**config.mk**
```make
export PLATFORM = sky130hd
export DESIGN_NAME = identifier_char_normalizer
export DESIGN_NICKNAME = d
export VERILOG_FILES = /design/src/hdl/icn_pkg.sv /design/src/hdl/icn_planner.sv /design/src/hdl/icn_emitter.sv /design/src/hdl/identifier_char_normalizer.sv
export SDC_FILE = /design/constraint.sdc
export NUM_CORES = 1
export LEC_CHECK = 0
export BUFFER_PORTS_ARGS = -buffer_cell sky130_fd_sc_hd__buf_4
export CAP_MARGIN = 20
export CORE_MARGIN = 1
export CORE_UTILIZATION = 50
export DETAILED_ROUTE_END_ITERATION = 10
export GPL_TIMING_DRIVEN = 0
export PLACE_DENSITY = 0.71
export SLEW_MARGIN = 20
export SYNTH_ARGS = -nofsm -noshare
export SYNTH_HDL_FRONTEND = slang
export SYNTH_SLANG_ARGS = --single-unit
```
**constraint.sdc**
```tcl
create_clock -name clk_i -period 3.68 [get_ports clk_i]
set_input_delay 0.184 -clock clk_i [delete_from_list [all_inputs] [get_ports clk_i]]
set_output_delay 0.184 -clock clk_i [all_outputs]
set_load 0.02 [all_outputs]
```
**src/hdl/icn_pkg.sv**
```systemverilog
// Shared types and constants for the identifier character normalizer.
`timescale 1ns / 1ps
package icn_pkg;

  // Name policy codes
  localparam logic [1:0] PolicyPreserve   = 2'd0;
  localparam logic [1:0] PolicyLowerSnake = 2'd1;
  localparam logic [1:0] PolicyLowerAlpha = 2'd2;
  localparam logic [1:0] PolicyReset      = PolicyLowerSnake;

  // Longest burst one input byte can cause: "field_" plus the digit
  localparam int unsigned BurstLen = 7;
  localparam int unsigned IdxW     = $clog2(BurstLen);

  localparam logic [7:0] ChUnderscore = 8'h5f;
  localparam logic [7:0] ChZero       = 8'h30;
  localparam logic [7:0] ChNine       = 8'h39;
  localparam logic [7:0] ChUpperA     = 8'h41;
  localparam logic [7:0] ChUpperZ     = 8'h5a;
  localparam logic [7:0] ChLowerA     = 8'h61;
  localparam logic [7:0] ChLowerZ     = 8'h7a;
  localparam logic [7:0] CaseBit      = 8'h20;

  // "field", first letter in entry 0
  localparam logic [4:0][7:0] WordField = {8'h64, 8'h6c, 8'h65, 8'h69, 8'h66};

  // One burst of result bytes for one accepted request
  typedef struct packed {
    logic [BurstLen-1:0][7:0] bytes;
    logic [IdxW-1:0]          last_idx;  // number of bytes minus one
    logic                     present;   // 0 only for a bare end marker
    logic                     done;      // name ends on the last byte
  } burst_t;

endpackage

```
**src/hdl/icn_planner.sv**
```systemverilog
// Per-name state and the single-pass classification of one input byte.
`timescale 1ns / 1ps
module icn_planner
  import icn_pkg::*;
(
  input  logic       clk_i,
  input  logic       rst_ni,
  input  logic [1:0] policy_i,
  input  logic       accept_i,
  input  logic [7:0] byte_i,
  input  logic       present_i,
  input  logic       end_i,
  output logic       emit_o,
  output burst_t     burst_o
);

  logic emitted_q, emitted_d;
  logic last_us_q, last_us_d;
  logic held_q, held_d;

  logic is_upper, is_lower, is_digit, is_us, maps_us, kept;
  logic [7:0] low_c;

  // Character classes
  always_comb begin
    is_upper = (byte_i >= ChUpperA) && (byte_i <= ChUpperZ);
    is_lower = (byte_i >= ChLowerA) && (byte_i <= ChLowerZ);
    is_digit = (byte_i >= ChZero) && (byte_i <= ChNine);
    is_us    = (byte_i == ChUnderscore);
    maps_us  = is_us || !(is_upper || is_lower || is_digit);
    low_c    = is_upper ? (byte_i | CaseBit) : byte_i;
  end

  // Burst and next state
  always_comb begin
    burst_o          = '0;
    burst_o.present  = 1'b1;
    burst_o.done     = end_i;
    kept             = 1'b0;
    emitted_d        = emitted_q;
    last_us_d        = last_us_q;
    held_d           = held_q;
    case (policy_i)
      PolicyPreserve: begin
        if (present_i) begin
          kept              = 1'b1;
          burst_o.bytes[0]  = byte_i;
          emitted_d         = 1'b1;
        end
      end
      PolicyLowerSnake: begin
        if (present_i) begin
          if (maps_us) begin
            if (!last_us_q && emitted_q) begin
              held_d = 1'b1;
            end
            last_us_d = 1'b1;
          end else begin
            kept = 1'b1;
            if (!emitted_q && is_digit) begin
              // leading digit gets the "field_" prefix
              for (int i = 0; i < 5; i++) begin
                burst_o.bytes[i] = WordField[i];
              end
              burst_o.bytes[5]  = ChUnderscore;
              burst_o.bytes[6]  = low_c;
              burst_o.last_idx  = IdxW'(6);
            end else if (held_q) begin
              burst_o.bytes[0]  = ChUnderscore;
              burst_o.bytes[1]  = low_c;
              burst_o.last_idx  = IdxW'(1);
            end else begin
              burst_o.bytes[0]  = low_c;
            end
            held_d    = 1'b0;
            emitted_d = 1'b1;
            last_us_d = 1'b0;
          end
        end
      end
      default: begin
        // lower alpha; the unused code behaves the same
        if (present_i && (is_upper || is_lower)) begin
          kept             = 1'b1;
          burst_o.bytes[0] = low_c;
          emitted_d        = 1'b1;
        end
      end
    endcase

    // Closing request that keeps no byte of its own
    if (end_i && !kept) begin
      if (!emitted_q && (policy_i != PolicyPreserve)) begin
        for (int i = 0; i < 5; i++) begin
          burst_o.bytes[i] = WordField[i];
        end
        burst_o.last_idx = IdxW'(4);
      end else begin
        burst_o.present = 1'b0;
      end
    end

    if (end_i) begin
      emitted_d = 1'b0;
      last_us_d = 1'b0;
      held_d    = 1'b0;
    end
    emit_o = kept || end_i;
  end

  always_ff @(posedge clk_i or negedge rst_ni) begin
    if (!rst_ni) begin
      emitted_q <= 1'b0;
      last_us_q <= 1'b0;
      held_q    <= 1'b0;
    end else if (accept_i) begin
      emitted_q <= emitted_d;
      last_us_q <= last_us_d;
      held_q    <= held_d;
    end
  end

endmodule

```
**src/hdl/icn_emitter.sv**
```systemverilog
// One-burst result register; hands out a byte per cycle while ready_i.
`timescale 1ns / 1ps
module icn_emitter
  import icn_pkg::*;
(
  input  logic       clk_i,
  input  logic       rst_ni,
  input  logic       load_i,
  input  burst_t     burst_i,
  output logic       in_ready_o,
  output logic       valid_o,
  input  logic       ready_i,
  output logic [7:0] byte_o,
  output logic       present_o,
  output logic       done_o
);

  burst_t          burst_q;
  logic            valid_q, valid_d;
  logic [IdxW-1:0] idx_q, idx_d;
  logic            at_last, take;

  assign at_last    = (idx_q == burst_q.last_idx);
  assign take       = valid_q && ready_i;
  assign in_ready_o = !valid_q || (ready_i && at_last);

  assign valid_o   = valid_q;
  assign byte_o    = burst_q.bytes[idx_q];
  assign present_o = burst_q.present;
  assign done_o    = burst_q.done && at_last;

  // Walk the burst; a new one loads as the old one's last byte leaves
  always_comb begin
    valid_d = valid_q;
    idx_d   = idx_q;
    if (take) begin
      if (at_last) begin
        valid_d = 1'b0;
      end else begin
        idx_d = idx_q + IdxW'(1);
      end
    end
    if (load_i) begin
      valid_d = 1'b1;
      idx_d   = '0;
    end
  end

  always_ff @(posedge clk_i or negedge rst_ni) begin
    if (!rst_ni) begin
      valid_q <= 1'b0;
      idx_q   <= '0;
    end else begin
      valid_q <= valid_d;
      idx_q   <= idx_d;
    end
  end

  always_ff @(posedge clk_i) begin
    if (load_i) begin
      burst_q <= burst_i;
    end
  end

endmodule

```
**src/hdl/identifier_char_normalizer.sv**
```systemverilog
// Top level of the identifier character normalizer.
`timescale 1ns / 1ps
// Takes a field name one byte per request and streams out the cleaned name,
// under the policy in the config register (0 preserve, 1 lower snake case,
// 2 lowercase letters only, 3 acts as 2; reset 1). Each name is closed by a
// request with tlast set; the result's last byte carries tlast, and a name
// that yields nothing closes with a bare marker (tuser 0) or "field". Rate:
// one request per cycle while the receiver is ready and each request yields
// at most one result byte; one that yields more (up to seven, for "field_"
// before a leading digit) holds the input until its last byte leaves; the
// single result register hands out one byte per cycle while the receiver
// is ready. Write the config register only while the block is idle.
module identifier_char_normalizer
  import icn_pkg::*;
(
  input  logic       clk_i,
  input  logic       rst_ni,
  // config write
  input  logic       cfg_valid_i,
  output logic       cfg_ready_o,
  input  logic [1:0] cfg_data_i,    // name_policy
  // input byte stream
  input  logic       s_axis_tvalid,
  output logic       s_axis_tready,
  input  logic [7:0] s_axis_tdata,  // byte_value
  input  logic       s_axis_tuser,  // byte_present
  input  logic       s_axis_tlast,  // name_end
  // result byte stream
  output logic       m_axis_tvalid,
  input  logic       m_axis_tready,
  output logic [7:0] m_axis_tdata,  // out_byte
  output logic       m_axis_tuser,  // out_present
  output logic       m_axis_tlast   // name_done
);

  logic [1:0] policy_q;
  logic       accept, emit;
  burst_t     burst;

  assign cfg_ready_o = 1'b1;
  assign accept      = s_axis_tvalid && s_axis_tready;

  // Policy register
  always_ff @(posedge clk_i or negedge rst_ni) begin
    if (!rst_ni) begin
      policy_q <= PolicyReset;
    end else if (cfg_valid_i) begin
      policy_q <= cfg_data_i;
    end
  end

  icn_planner u_planner (
    .clk_i     (clk_i),
    .rst_ni    (rst_ni),
    .policy_i  (policy_q),
    .accept_i  (accept),
    .byte_i    (s_axis_tdata),
    .present_i (s_axis_tuser),
    .end_i     (s_axis_tlast),
    .emit_o    (emit),
    .burst_o   (burst)
  );

  icn_emitter u_emitter (
    .clk_i      (clk_i),
    .rst_ni     (rst_ni),
    .load_i     (accept && emit),
    .burst_i    (burst),
    .in_ready_o (s_axis_tready),
    .valid_o    (m_axis_tvalid),
    .ready_i    (m_axis_tready),
    .byte_o     (m_axis_tdata),
    .present_o  (m_axis_tuser),
    .done_o     (m_axis_tlast)
  );

endmodule

```
### Yosys cells after proc, flatten, opt, wreduce, memory -nomap -nowiden

Index checks and enable logic that the tools add are counted.

| operators by class | value |
|---|---|
| add/subtract/negate cells | 1 |
| $mul | 0 |
| div/mod/pow operators | 0 |
| order comparisons | 7 |
| eq/ne operators | 8 |
| shift operators | 0 |
| muxes and demuxes | 44 |
| bitwise operators | 3 |
| reductions and logical operators | 37 |

Operators with widths:

| operator | number |
|---|---|
| 43-bit two-way mux | 3 |
| 44-bit two-way mux | 1 |
| 8-bit two-way mux | 5 |
| 32-bit two-way mux | 1 |
| 31-bit two-way mux | 1 |
| 8-bit binary-select mux with 3-bit select | 1 |
| 1-bit two-way mux | 23 |
| 19-bit two-way mux | 1 |
| 8-bit by 7-bit greater-or-equal comparator with 1-bit output, second input constant | 2 |
| 8-bit by 7-bit less-or-equal comparator with 1-bit output, second input constant | 2 |
| 8-bit case mux with 2 select lines | 1 |
| 1-bit logical AND | 13 |
| 3-bit two-way mux | 4 |
| 3-bit != test, second input constant | 4 |
| 2-bit nonzero test | 5 |
| 8-bit by 7-bit equality test with 1-bit output, second input constant | 1 |
| 8-bit by 6-bit greater-or-equal comparator with 1-bit output, second input constant | 1 |
| 8-bit by 6-bit less-or-equal comparator with 1-bit output, second input constant | 1 |
| 6-bit two-way mux | 1 |
| 1-bit zero test | 5 |
| 1-bit logical OR | 5 |
| 5-bit AND reduction | 1 |
| 3-bit by 4-bit less-than comparator with 1-bit output, second input constant | 1 |
| 1-bit case mux with 2 select lines | 2 |
| other kinds (12) | 15 |

| storage, ports and cells | value |
|---|---|
| flip-flop bits (word level) | 70 |
| latch bits | 0 |
| RAM bits | 0 |
| bits in read-only memories | 0 |
| input port bits | 17 |
| output and inout port bits | 13 |
| logic and storage cells | 116 |
| memories kept | 0 |

### Depth between registers and ports, before layout

Gate-level depths: netlist (run 1).

| depth | value |
|---|---|
| word-level depth | 13 |
| mapped depth | 6 |
| depth with buffers taken out | 5 |

### Modules after synthesis

Synthesis (run 1) repeated with hierarchy kept, for this count alone.

| second synthesis, totals | value |
|---|---|
| cell total of the unflattened synthesis | 262 |
| area, all modules | 3588.4 um^2 |

By module, submodules not included:

| module | times used | cells each | area an instance (um^2) | sequential area each (um^2) |
|---|---|---|---|---|
| icn_emitter | 1 | 142 | 2635.0 | 1931.9 |
| icn_planner | 1 | 112 | 855.8 | 75.1 |
| identifier_char_normalizer | 1 | 8 | 97.6 | 51.3 |

### Least setup slack after synthesis (run 1)

No wires, ideal clock.

| timing | value |
|---|---|
| kind | register to register |
| start | register u_emitter.idx_q[0] |
| end | register u_emitter.burst_q[0] (netlist bit) (enable) |
| library setup time | 375 ps |
| arrival time | 1828 ps |
| required time | 3305 ps |
| setup slack | 1477 ps |
| stages on the path, launching flop included | 6 |
| buffers on the path | 1 |
| clock period less this slack | 2203 ps |
| path through | dfrtp_1 buf_2 xor2_1 o41ai_2 and2_1 a22o_2 |

| on the way | value |
|---|---|
| word-level cells in the longest chain between the ends | 5 |

Ends and longest elaborated chain:

| what | line | text |
|---|---|---|
| start: declaration | icn_emitter.sv:20 | `logic [IdxW-1:0] idx_q, idx_d;` |
| start signal: assignment | icn_emitter.sv:55 | `idx_q <= idx_d;` |
| 3-bit equality test | icn_emitter.sv:23 | `assign at_last = (idx_q == burst_q.last_idx);` |
| 1-bit logical AND | icn_emitter.sv:25 | `assign in_ready_o = !valid_q \|\| (ready_i && at_last);` |
| 1-bit logical OR | icn_emitter.sv:25 |  |
| 1-bit logical AND | identifier_char_normalizer.sv:41 | `assign accept = s_axis_tvalid && s_axis_tready;` |
| 1-bit logical AND | identifier_char_normalizer.sv:67 | `.load_i (accept && emit),` |
| via u_emitter.load_i | icn_emitter.sv:8 | `input logic load_i,` |
| end signal: assignment | icn_emitter.sv:61 | `burst_q <= burst_i;` |
| end: declaration | icn_emitter.sv:18 | `burst_t burst_q;` |

The timed path passes the listed nets, and every way through them passes these cells.
A chain may end at the register's enable or synchronous reset.

### Worst setup path in the final report (run 1)

| timing | value |
|---|---|
| start | register u_emitter.idx_q[0] |
| end | register u_emitter.burst_q[10] (netlist bit) (enable) |

The elaborated chain is that of the path after synthesis.

==> metrics.md, run 1 <==
| Metric | Value |
|---|---|
| Dpl hpwl | `2880 um` |
| Nets | `253` |
| First-pass GRT wire length | `6570 um` |
| Synth Instances | `197` |
| P_leak | `0.00102 uW` |
| Crit path launch type | `register` |
| DR WL/cell | `14.1 um` |
| Die span in x | `67.0 um` |
| ANT nets after route | `0` |
| Top FF cell, synth | `edfxtp_1` |
| Dpl ws | `1140 ps` |
| Final hold vios | `0` |
| Vias | `1549` |
| Largest net degree at the start of global routing | `34` |
| Fin util | `0.616` |
| Initial antenna violation count | `0` |
| Worst-path clk slew | `70 ps` |
| Overflow left after global routing | `0` |
| Layout cells sized above 1 | `0.208` |
| Yosys Warn Count | `0` |
| Pwr Density | `691 mW/mm2` |
| CTS Buffer Depth | `2` |
| Metal2 WL | `1870 um` |
| Most frequent cells in the layout | `30 x edfxtp_1, 29 x buf_4, 16 x nand2_1` |
| Period utilisation layout | `0.693` |
| Global Route Usage Sum | `0.203` |
| Initial DRC count | `103` |
| Input/output buffers | `28` |
| ANT cells | `0` |
| CTS buffer count | `5` |
| Max_slew headroom | `0.511` |
| Crit Path Class | `reg -> reg` |
| Number of global-route vias before repair | `1384` |
| Max-slew violations | `0` |
| Distinct cells, synth | `50` |
| Slew @ Worst Pin | `733 ps` |
| TritonCTS Sinks | `39` |
| Clock root buffer | `clkbuf_8` |
| Post-CTS sizing | `0` |
| Routed wl met3 | `138 um` |
| Vias per inst | `5.42` |
| Worst skew pair latency | `290 ps` |
| Area growth from synthesis to layout | `17.5%` |
| Synth async-reset ratio | `0.231` |
| Worst Path Arrival | `2470 ps` |
| I/O Pins | `30` |
| Top Metal Used | `met4` |
| Max-cap viol count | `0` |
| CORE AREA | `0.00403 mm2` |
| Met1 wire length | `1970 um` |
| CP Max Fanout | `33` |
| H-tree depth | `2` |
| Unrepaired setup endpoints after global routing | `false` |
| Critical path capture point type | `register` |
| Cell area after synthesis | `0.00211 mm2` |
| HP Class | `in -> reg` |
| Clk_skew | `7.64 ps` |
| Outcome | `complete, no violations` |
| Final Wtd Congestion | `0.852` |
| Detailed Route WL | `4040 um` |
| Commonest non-fill, non-tap cell in the layout | `edfxtp_1` |
| Worst hold slack | `89.4 ps` |
| Site Rows | `23` |
| EDFF count, synth | `30` |
| Worst endpoint required time | `3600 ps` |
| Die height | `67.0 um` |
| First drt pass iteration count | `4` |
| CTS tree | `yes` |
| # DRC | `0` |
| Die area | `0.00449 mm2` |
| Postcts setup bufs | `0` |
| Maximum clock rate | `392 MHz` |
| Syn_area_per_cell | `10.7 um2` |
| Final setup margin | `1130 ps` |
| Synth Register Bits | `39` |
| Total negative slack | `0 ps` |
| Endpoints failing setup | `0` |
| Initial core utilization | `0.525` |
| Post-synthesis sequential area ratio | `0.533` |
| Fin crit period | `2550 ps` |
| Hold Buf Count CTS | `1` |
| Max VDD drop | `428 uV` |
## cells in the mapped netlist (2+ instances only)
cell	instances	share of area
edfxtp_1	30	0.43
or3_1	2	0.0059
nand2_1	16	0.028
dfrtp_1	8	0.095
clkbuf_1	6	0.011
nor2b_1	7	0.021
o31ai_1	3	0.011
o22ai_4	2	0.019
a21o_1	2	0.0071
nor3_1	2	0.0047
nor3b_1	2	0.0071
a211oi_1	3	0.011
nor2_1	8	0.014
a21oi_1	9	0.021
o21ai_1	4	0.0095
inv_1	13	0.023
xor2_1	4	0.017
nand2b_1	3	0.0089
a31oi_1	3	0.0089
mux2i_1	4	0.019
conb_1	2	0.0036
o21ai_0	14	0.033
o21a_1	4	0.014
nand3_1	12	0.028
and2_1	5	0.015
buf_2	2	0.0047
and3_1	3	0.0089
o41ai_2	2	0.015
## cells by family (layout without fill, tap and decap cells)
kind of cell,Yosys count,after routing,share of synthesized area
simple gates,66,66,0.168
compound gates,56,56,0.200
flops,39,39,0.533
buf+inv,23,60,0.0438
xor+xnor,5,5,0.0207
mux,5,5,0.0243
other cells,2,4,0.00355
fa+ha+maj,1,1,0.00592
## power breakdown
group	switching, uW	internal [uW]
Combinational	472	322
Sequential	52.4	596
Clock	138	135
## critical path: stages, from the launching register on
cell     delay (ps)
dfrtp_1         380
buf_2           200
xor2_1          210
o41ai_2         540
and2_1          210
a22o_2          630
## metrics by stage
step,std cells,area (um2),total power [uW]
after floorplan,199,2120,1190
after global placement,277,2390,1450
after detailed placement,277,2390,1450
after CTS,286,2480,1730
after global routing,286,2480,1840
final,286,2480,1720
## state kept, by name, summed over array words and instances (netlist names)
name                 cells
u_emitter.burst_q       29
u_emitter.idx_q          3
policy_q                 2
u_emitter.present_o      1
u_emitter.valid_o        1
u_planner.emitted_q      1
u_planner.held_q         1
u_planner.last_us_q      1
## worst paths after layout
check | startpoint | to | slack (ps) | cells past startpoint
hold / removal | cfg_valid_i | policy_q[1] | 90 | 2
setup / recovery | u_emitter.idx_q[0] | u_emitter.burst_q[10] | 1130 | 5
max in group asynchronous | rst_ni | policy_q[0] | 3200 | 2
min in group asynchronous | rst_ni | u_emitter.idx_q[1] | 260 | 2
setup reg to reg | u_emitter.idx_q[0] | u_emitter.burst_q[10] | 1130 | 5
hold reg to reg | u_planner.last_us_q | u_planner.last_us_q | 530 | 1
## layer usage
metal,vias to the layer above,global-route usage
li1,794,-
met1,718,0.271
met2,31,0.320
met3,6,0.0462
met4,0,0.0718
met5,-,0
## final cells by class
type	count	area [um2]
multi-input cells	137	901
repair buffers	29	220
clock buffers	8	80.1
plain buffers	10	43.8
well taps	50	62.6
inverters	13	48.8
flip-flops and latches	39	1130
fillers	347	1550
Power figures use the tool's default switching activity.
==> run 2: changes to the inputs <==
--- a/config.mk
+++ b/config.mk
@@ -5,13 +5,14 @@
 export SDC_FILE = /design/constraint.sdc
 export NUM_CORES = 1
 export LEC_CHECK = 0
+export ABC_AREA = 1
 export BUFFER_PORTS_ARGS = -buffer_cell sky130_fd_sc_hd__buf_4
 export CAP_MARGIN = 20
 export CORE_MARGIN = 1
 export CORE_UTILIZATION = 50
 export DETAILED_ROUTE_END_ITERATION = 10
 export GPL_TIMING_DRIVEN = 0
-export PLACE_DENSITY = 0.71
+export PLACE_DENSITY = 0.73
 export SLEW_MARGIN = 20
 export SYNTH_ARGS = -nofsm -noshare
 export SYNTH_HDL_FRONTEND = slang
==> constraint.sdc (replaced) <==
create_clock -name clk_i -period 2.1 [get_ports clk_i]
set_input_delay 0.105 -clock clk_i [delete_from_list [all_inputs] [get_ports clk_i]]
set_output_delay 0.105 -clock clk_i [all_outputs]
set_load 0.02 [all_outputs]
==> metrics.md, run 2 <==
| Metric | Value |
|---|---|
| Detailed Route WL | `4960 um` |
| Clk_skew | `7.74 ps` |
| Total power | `2980 uW` |
| First-pass GRT wire length | `8630 um` |
| Max-slew violations | `0` |
| Die area | `0.00497 mm2` |
| Global Route Usage Sum | `0.225` |
| Part of the power in registers | `0.374` |
| Vias per inst | `5.23` |
| Fin crit period | `1930 ps` |
| Initial antenna violation count | `0` |
| TritonCTS Sinks | `39` |
| EDFF count, synth | `30` |
| Number of global-route vias before repair | `1976` |
| Commonest non-fill, non-tap cell in the layout | `nand2_1` |
| Synth Register Bits | `39` |
| DR WL/cell | `12.7 um` |
| Final setup margin | `171 ps` |
| Die span in x | `70.5 um` |
| Net Sw Frac | `0.403` |
| H-tree depth | `2` |
| CORE AREA | `0.00444 mm2` |
| Vias | `2046` |
| HP Class | `in -> reg` |
| CTS buffer count | `5` |
| Worst Path Arrival | `1980 ps` |
| Initial core utilization | `0.528` |
| P_leak | `0.00134 uW` |
| Max reg flops | `29` |
| Dpl hpwl | `3700 um` |
| Maximum clock rate | `518 MHz` |
| Clock root buffer | `clkbuf_8` |
| CTS Buffer Depth | `2` |
| First drt pass iteration count | `7` |
| Reg with most FFs | `u_emitter.burst_q` |
| Period utilisation layout | `0.919` |
| Worst-path clk slew | `70 ps` |
| Final hold vios | `0` |
| Synth Instances | `292` |
| Dpl ws | `-368 ps` |
| Cell area after synthesis | `0.00235 mm2` |
| CP Max Fanout | `15` |
| Worst skew pair latency | `290 ps` |
| Overflow left after global routing | `0` |
| Nets | `356` |
| Top-count cell post-synth | `nand2_1` |
| Largest net degree at the start of global routing | `16` |
| CTS tree | `yes` |
| Synth top cells by count | `65 x nand2_1, 37 x nor2_1, 35 x inv_1, 30 x edfxtp_1, 22 x nand3_1` |
| Sw Pwr | `1200 uW` |
| Crit Path Class | `reg -> reg` |
| Pwr Density | `1050 mW/mm2` |
| I/O Pins | `30` |
| Max-cap viol count | `0` |
| Distinct cells, synth | `38` |
| Final Wtd Congestion | `0.842` |
| Int Pwr | `1780 uW` |
| Synth async-reset ratio | `0.231` |
| # DRC | `2` |
| Endpoints failing setup | `0` |
| ANT cells | `0` |
| Post-synthesis sequential area ratio | `0.480` |
| Die height | `70.5 um` |
| Syn_area_per_cell | `8.04 um2` |
| Critical path capture point type | `register` |
| Unrepaired setup endpoints after global routing | `true` |
| ANT nets after route | `0` |
| Initial DRC count | `89` |
| Top area cells in the synthesized netlist | `edfxtp_1 38%, nand2_1 10%, dfrtp_1 8.5%, nor2_1 5.9%, inv_1 5.6%` |
| Area growth from synthesis to layout | `20.5%` |
| Worst endpoint required time | `2150 ps` |
| Yosys Warn Count | `0` |
| Clk network pwr share | `0.159` |
| Fin util | `0.636` |
| Synth top area share | `0.384` |
| Area leader, netlist | `edfxtp_1` |
| Top flop regs | `u_emitter.burst_q x29, u_emitter.idx_q x3, policy_q x2` |
| Most frequent cells in the layout | `64 x nand2_1, 37 x nor2_1, 33 x buf_4` |
| Failing checks | `DRC` |
| Outcome | `complete, but fails checks` |
| Max VDD drop | `410 uV` |
| Input/output buffers | `28` |
| Top FF cell, synth | `edfxtp_1` |
| Site Rows | `24` |
| Logic gate share of total power | `0.466` |
| Layout cells sized above 1 | `0.221` |
| Crit path launch type | `register` |
run 2: worst paths after layout:
check,slack (ps),depth (start not counted),end,startpoint
min in group asynchronous,170,2,u_planner.last_us_q,rst_ni
max,170,9,u_emitter.burst_q[7],policy_q[0]
max in group asynchronous,1710,2,policy_q[0],rst_ni
min reg2reg,500,1,u_planner.last_us_q,u_planner.last_us_q
min,20,3,policy_q[1],cfg_data_i[1]
max reg2reg,170,9,u_emitter.burst_q[7],policy_q[0]
run 2: kinds of logic after synthesis:
kind of cell,Yosys count,synth area share
AND/OR/NAND/NOR,155,0.310
buffers and inverters,50,0.0837
AO/OA/AOI/OAI,40,0.0986
flip-flops,39,0.480
XOR/XNOR,5,0.0187
other,2,0.00320
adder cells (fa/ha/maj),1,0.00533
run 2: power by group through the flow:
stage	sequential [uW]	combinational [uW]	clock [uW]
global route	1140	1550	518
finish	1120	1390	475
global placement	1130	1310	0
detailed placement	1140	1330	0
floorplan	1120	895	0
CTS	1120	1390	485
run 2: stage by stage:
stage / instances / hold WS, ps / TNS, ps / area [um2]
after global placement: 374 / -62.2 / -10900 / 2650
after global routing: 391 / 25.6 / -4.29 / 2830
after CTS: 391 / 11.1 / 0 / 2820
after floorplan: 294 / -191 / -70.9 / 2380
final: 391 / 20.3 / 0 / 2830
after detailed placement: 374 / -59.6 / -11020 / 2650
run 2: per-layer routing:
metal | vias to the layer above | routed length, um | share of wire | global-route usage
li1 | 1055 | - | - | -
met1 | 947 | 2240 | 0.45 | 0.272
met2 | 34 | 2470 | 0.50 | 0.393
met3 | 10 | 141 | 0.028 | 0.0404
met4 | 0 | 110 | 0.022 | 0.0998
met5 | - | 0 | 0 | 0
run 2: what timing repair did:
| action | CTS | global route |
|---|---|---|
| hold endpoints to repair | 11 | 0 |
| buffers inserted | 5 | 0 |
| cloned | 1 | 0 |
| pin swaps | 0 | 0 |
| resized for setup | 1 | 5 |
| endpoints found under the setup margin | 30 | 33 |
| hold buffers | 3 | 0 |
run 2: final cells by class:
type	instances	area, um2
fill	390	1620
sequential	39	1130
multi-input combinational	205	1050
timing repair buffer	36	290
inverter	42	164
clock buffer	6	72.6
tap	52	65.1
buffer	8	38.8
clock inverter	2	7.51
timing repair inverter	1	7.51
run 2: critical path: stages, from the launching register on:
cell	delay (ps)
dfstp_2	560
inv_2	60
nor2_4	220
inv_2	80
nor2_1	100
nand4_1	130
nand4_1	120
buf_4	160
clkinvlp_4	110
buf_12	150
==> run 3: changes to the inputs <==
--- a/config.mk
+++ b/config.mk
@@ -6,7 +6,7 @@
 export NUM_CORES = 1
 export LEC_CHECK = 0
 export ABC_AREA = 1
-export BUFFER_PORTS_ARGS = -buffer_cell sky130_fd_sc_hd__buf_4
+export BUFFER_PORTS_ARGS = -buffer_cell sky130_fd_sc_hd__buf_2
 export CAP_MARGIN = 20
 export CORE_MARGIN = 1
 export CORE_UTILIZATION = 50
==> metrics.md, run 3 (synthesized netlist as in run 2, its figures left out) <==
| Metric | Value |
|---|---|
| First-pass GRT wire length | `8680 um` |
| Max-cap viol count | `0` |
| Initial core utilization | `0.528` |
| Final hold vios | `0` |
| Total negative slack | `0 ps` |
| Global Route Usage Sum | `0.227` |
| Commonest non-fill, non-tap cell in the layout | `nand2_1` |
| Outcome | `complete, but fails checks` |
| Reg with most FFs | `u_emitter.burst_q` |
| Vias per inst | `5.28` |
| Crit path launch type | `register` |
| CP Max Fanout | `15` |
| HP Class | `in -> reg` |
| Min-Delay Path Depth | `2` |
| Largest net degree at the start of global routing | `16` |
| Max incr delay on CP | `560 ps` |
| Vias | `2060` |
| First drt pass iteration count | `10` |
| Pwr Density | `1050 mW/mm2` |
| CTS Buffer Depth | `2` |
| CTS tree | `yes` |
| TritonCTS Sinks | `39` |
| Detailed Route WL | `5000 um` |
| Worst endpoint required time | `2140 ps` |
| Max reg flops | `29` |
| P_leak | `0.00132 uW` |
| R2R Path Start | `policy_q[0]` |
| Dpl hpwl | `3780 um` |
| Area growth from synthesis to layout | `17.4%` |
| Die span in x | `70.5 um` |
| Clock root buffer | `clkbuf_8` |
| Setup slack, reg-to-reg | `160 ps` |
| Period utilisation layout | `0.925` |
| CTS buffer count | `5` |
| Number of global-route vias before repair | `1916` |
| Site Rows | `24` |
| Max stage delay cell, worst path | `dfstp_2` |
| Hold_sp | `cfg_valid_i` |
| H-tree depth | `2` |
| DR WL/cell | `12.8 um` |
| Input/output buffers | `28` |
| Worst-path clk slew | `70 ps` |
| Worst skew pair latency | `290 ps` |
| ANT nets after route | `0` |
| Most frequent cells in the layout | `64 x nand2_1, 37 x nor2_1, 31 x inv_1` |
| Max VDD drop | `500 uV` |
| Die area | `0.00497 mm2` |
| Layout cells sized above 1 | `0.237` |
| ANT cells | `0` |
| Maximum clock rate | `515 MHz` |
| Die height | `70.5 um` |
| CORE AREA | `0.00444 mm2` |
| # DRC | `2` |
| Filler instances | `420` |
| Total power | `2910 uW` |
| Crit Path Class | `reg -> reg` |
| Failing checks | `DRC` |
| Max-slew violations | `0` |
| Critical path capture point type | `register` |
| Nets | `355` |
| Endpoints failing setup | `0` |
| Worst Path Arrival | `1980 ps` |
| Reg2Reg Capture Point | `u_emitter.burst_q[11]` |
| Clk_skew | `3.15 ps` |
| Top flop regs | `u_emitter.burst_q x29, u_emitter.idx_q x3, policy_q x2` |
| I/O Pins | `30` |
| Fin crit period | `1940 ps` |
| Worst r2r path cells | `9` |
| Overflow left after global routing | `0` |
| Cell Chain, Critical Path | `inv_2 -> nor2_4 -> inv_2 -> nor2_1 -> nand4_1 -> nand4_1 -> buf_4 -> clkinvlp_4 -> buf_4` |
| Initial DRC count | `113` |
| CP Buf/Inv Count | `5` |
| Worst hold endpoint | `policy_q[0]` |
| Initial antenna violation count | `0` |
| Final Wtd Congestion | `0.860` |
| Cell family with most CP delay | `simple AND/OR/NAND/NOR gates` |
## run 3: cell type report
| class | instances | area (um2) | share of cell area |
|---|---|---|---|
| repair inverters | 1 | 7.51 | 0.00272 |
| flip-flops and latches | 39 | 1130 | 0.409 |
| multi-input cells | 205 | 1070 | 0.388 |
| clock buffers | 6 | 72.6 | 0.0263 |
| well taps | 52 | 65.1 | 0.0236 |
| inverters | 42 | 164 | 0.0595 |
| clock inverters | 2 | 12.5 | 0.00454 |
| repair buffers | 35 | 198 | 0.0717 |
| plain buffers | 8 | 40.0 | 0.0145 |
## run 3: how the worst max path moves through the flow
stage	from	endpoint	slack [ps]	cells past startpoint
final	policy_q[0]	u_emitter.burst_q[11]	160	9
after detailed placement	policy_q[0]	u_emitter.burst_q[60]	-420	7
after CTS	u_emitter.idx_q[0]	u_emitter.burst_q[14]	110	9
after global routing	u_emitter.idx_q[0]	u_emitter.burst_q[6]	-30	9
after global placement	policy_q[0]	u_emitter.burst_q[6]	-390	7
after floorplan	u_emitter.burst_q[42]	u_emitter.burst_q[0]	-2	7
## run 3: power breakdown
| part | internal (uW) | total, uW | switching, uW |
|---|---|---|---|
| sequential | 1020 | 1120 | 105 |
| clock | 232 | 488 | 256 |
| combinational | 454 | 1300 | 844 |
| total | 1700 | 2910 | 1200 |
## run 3: worst register-to-register path, cell delays in order (launching register included)
cell	delay, ps
dfstp_2	560
inv_2	60
nor2_4	220
inv_2	80
nor2_1	100
nand4_1	140
nand4_1	120
buf_4	150
clkinvlp_4	70
buf_4	190
## run 3: routing by layer
metal  part of all wire  GRT usage
met5                  0          0
met1               0.45      0.284
met3              0.033     0.0462
met4              0.022     0.0998
met2               0.50      0.382
## run 3: through the flow
step / std cells / area (um2) / setup slack, ps / util / hold WS [ps]
after CTS: 390 / 2730 / 113 / 0.615 / 3.89
after global placement: 374 / 2580 / -388 / 0.581 / -26.1
after global routing: 390 / 2760 / -33.3 / 0.620 / 1.11
final: 390 / 2760 / 157 / 0.620 / 9.31
after floorplan: 294 / 2380 / -2.36 / - / -191
after detailed placement: 374 / 2580 / -417 / 0.581 / -19.5
## run 3: repair_timing
item / CTS / global route
setup endpoints to repair: 30 / 17
cloned: 1 / 0
gates resized for setup: 1 / 8
hold buffers: 2 / 0
buffers inserted: 5 / 0
endpoints found under the hold margin: 10 / 0
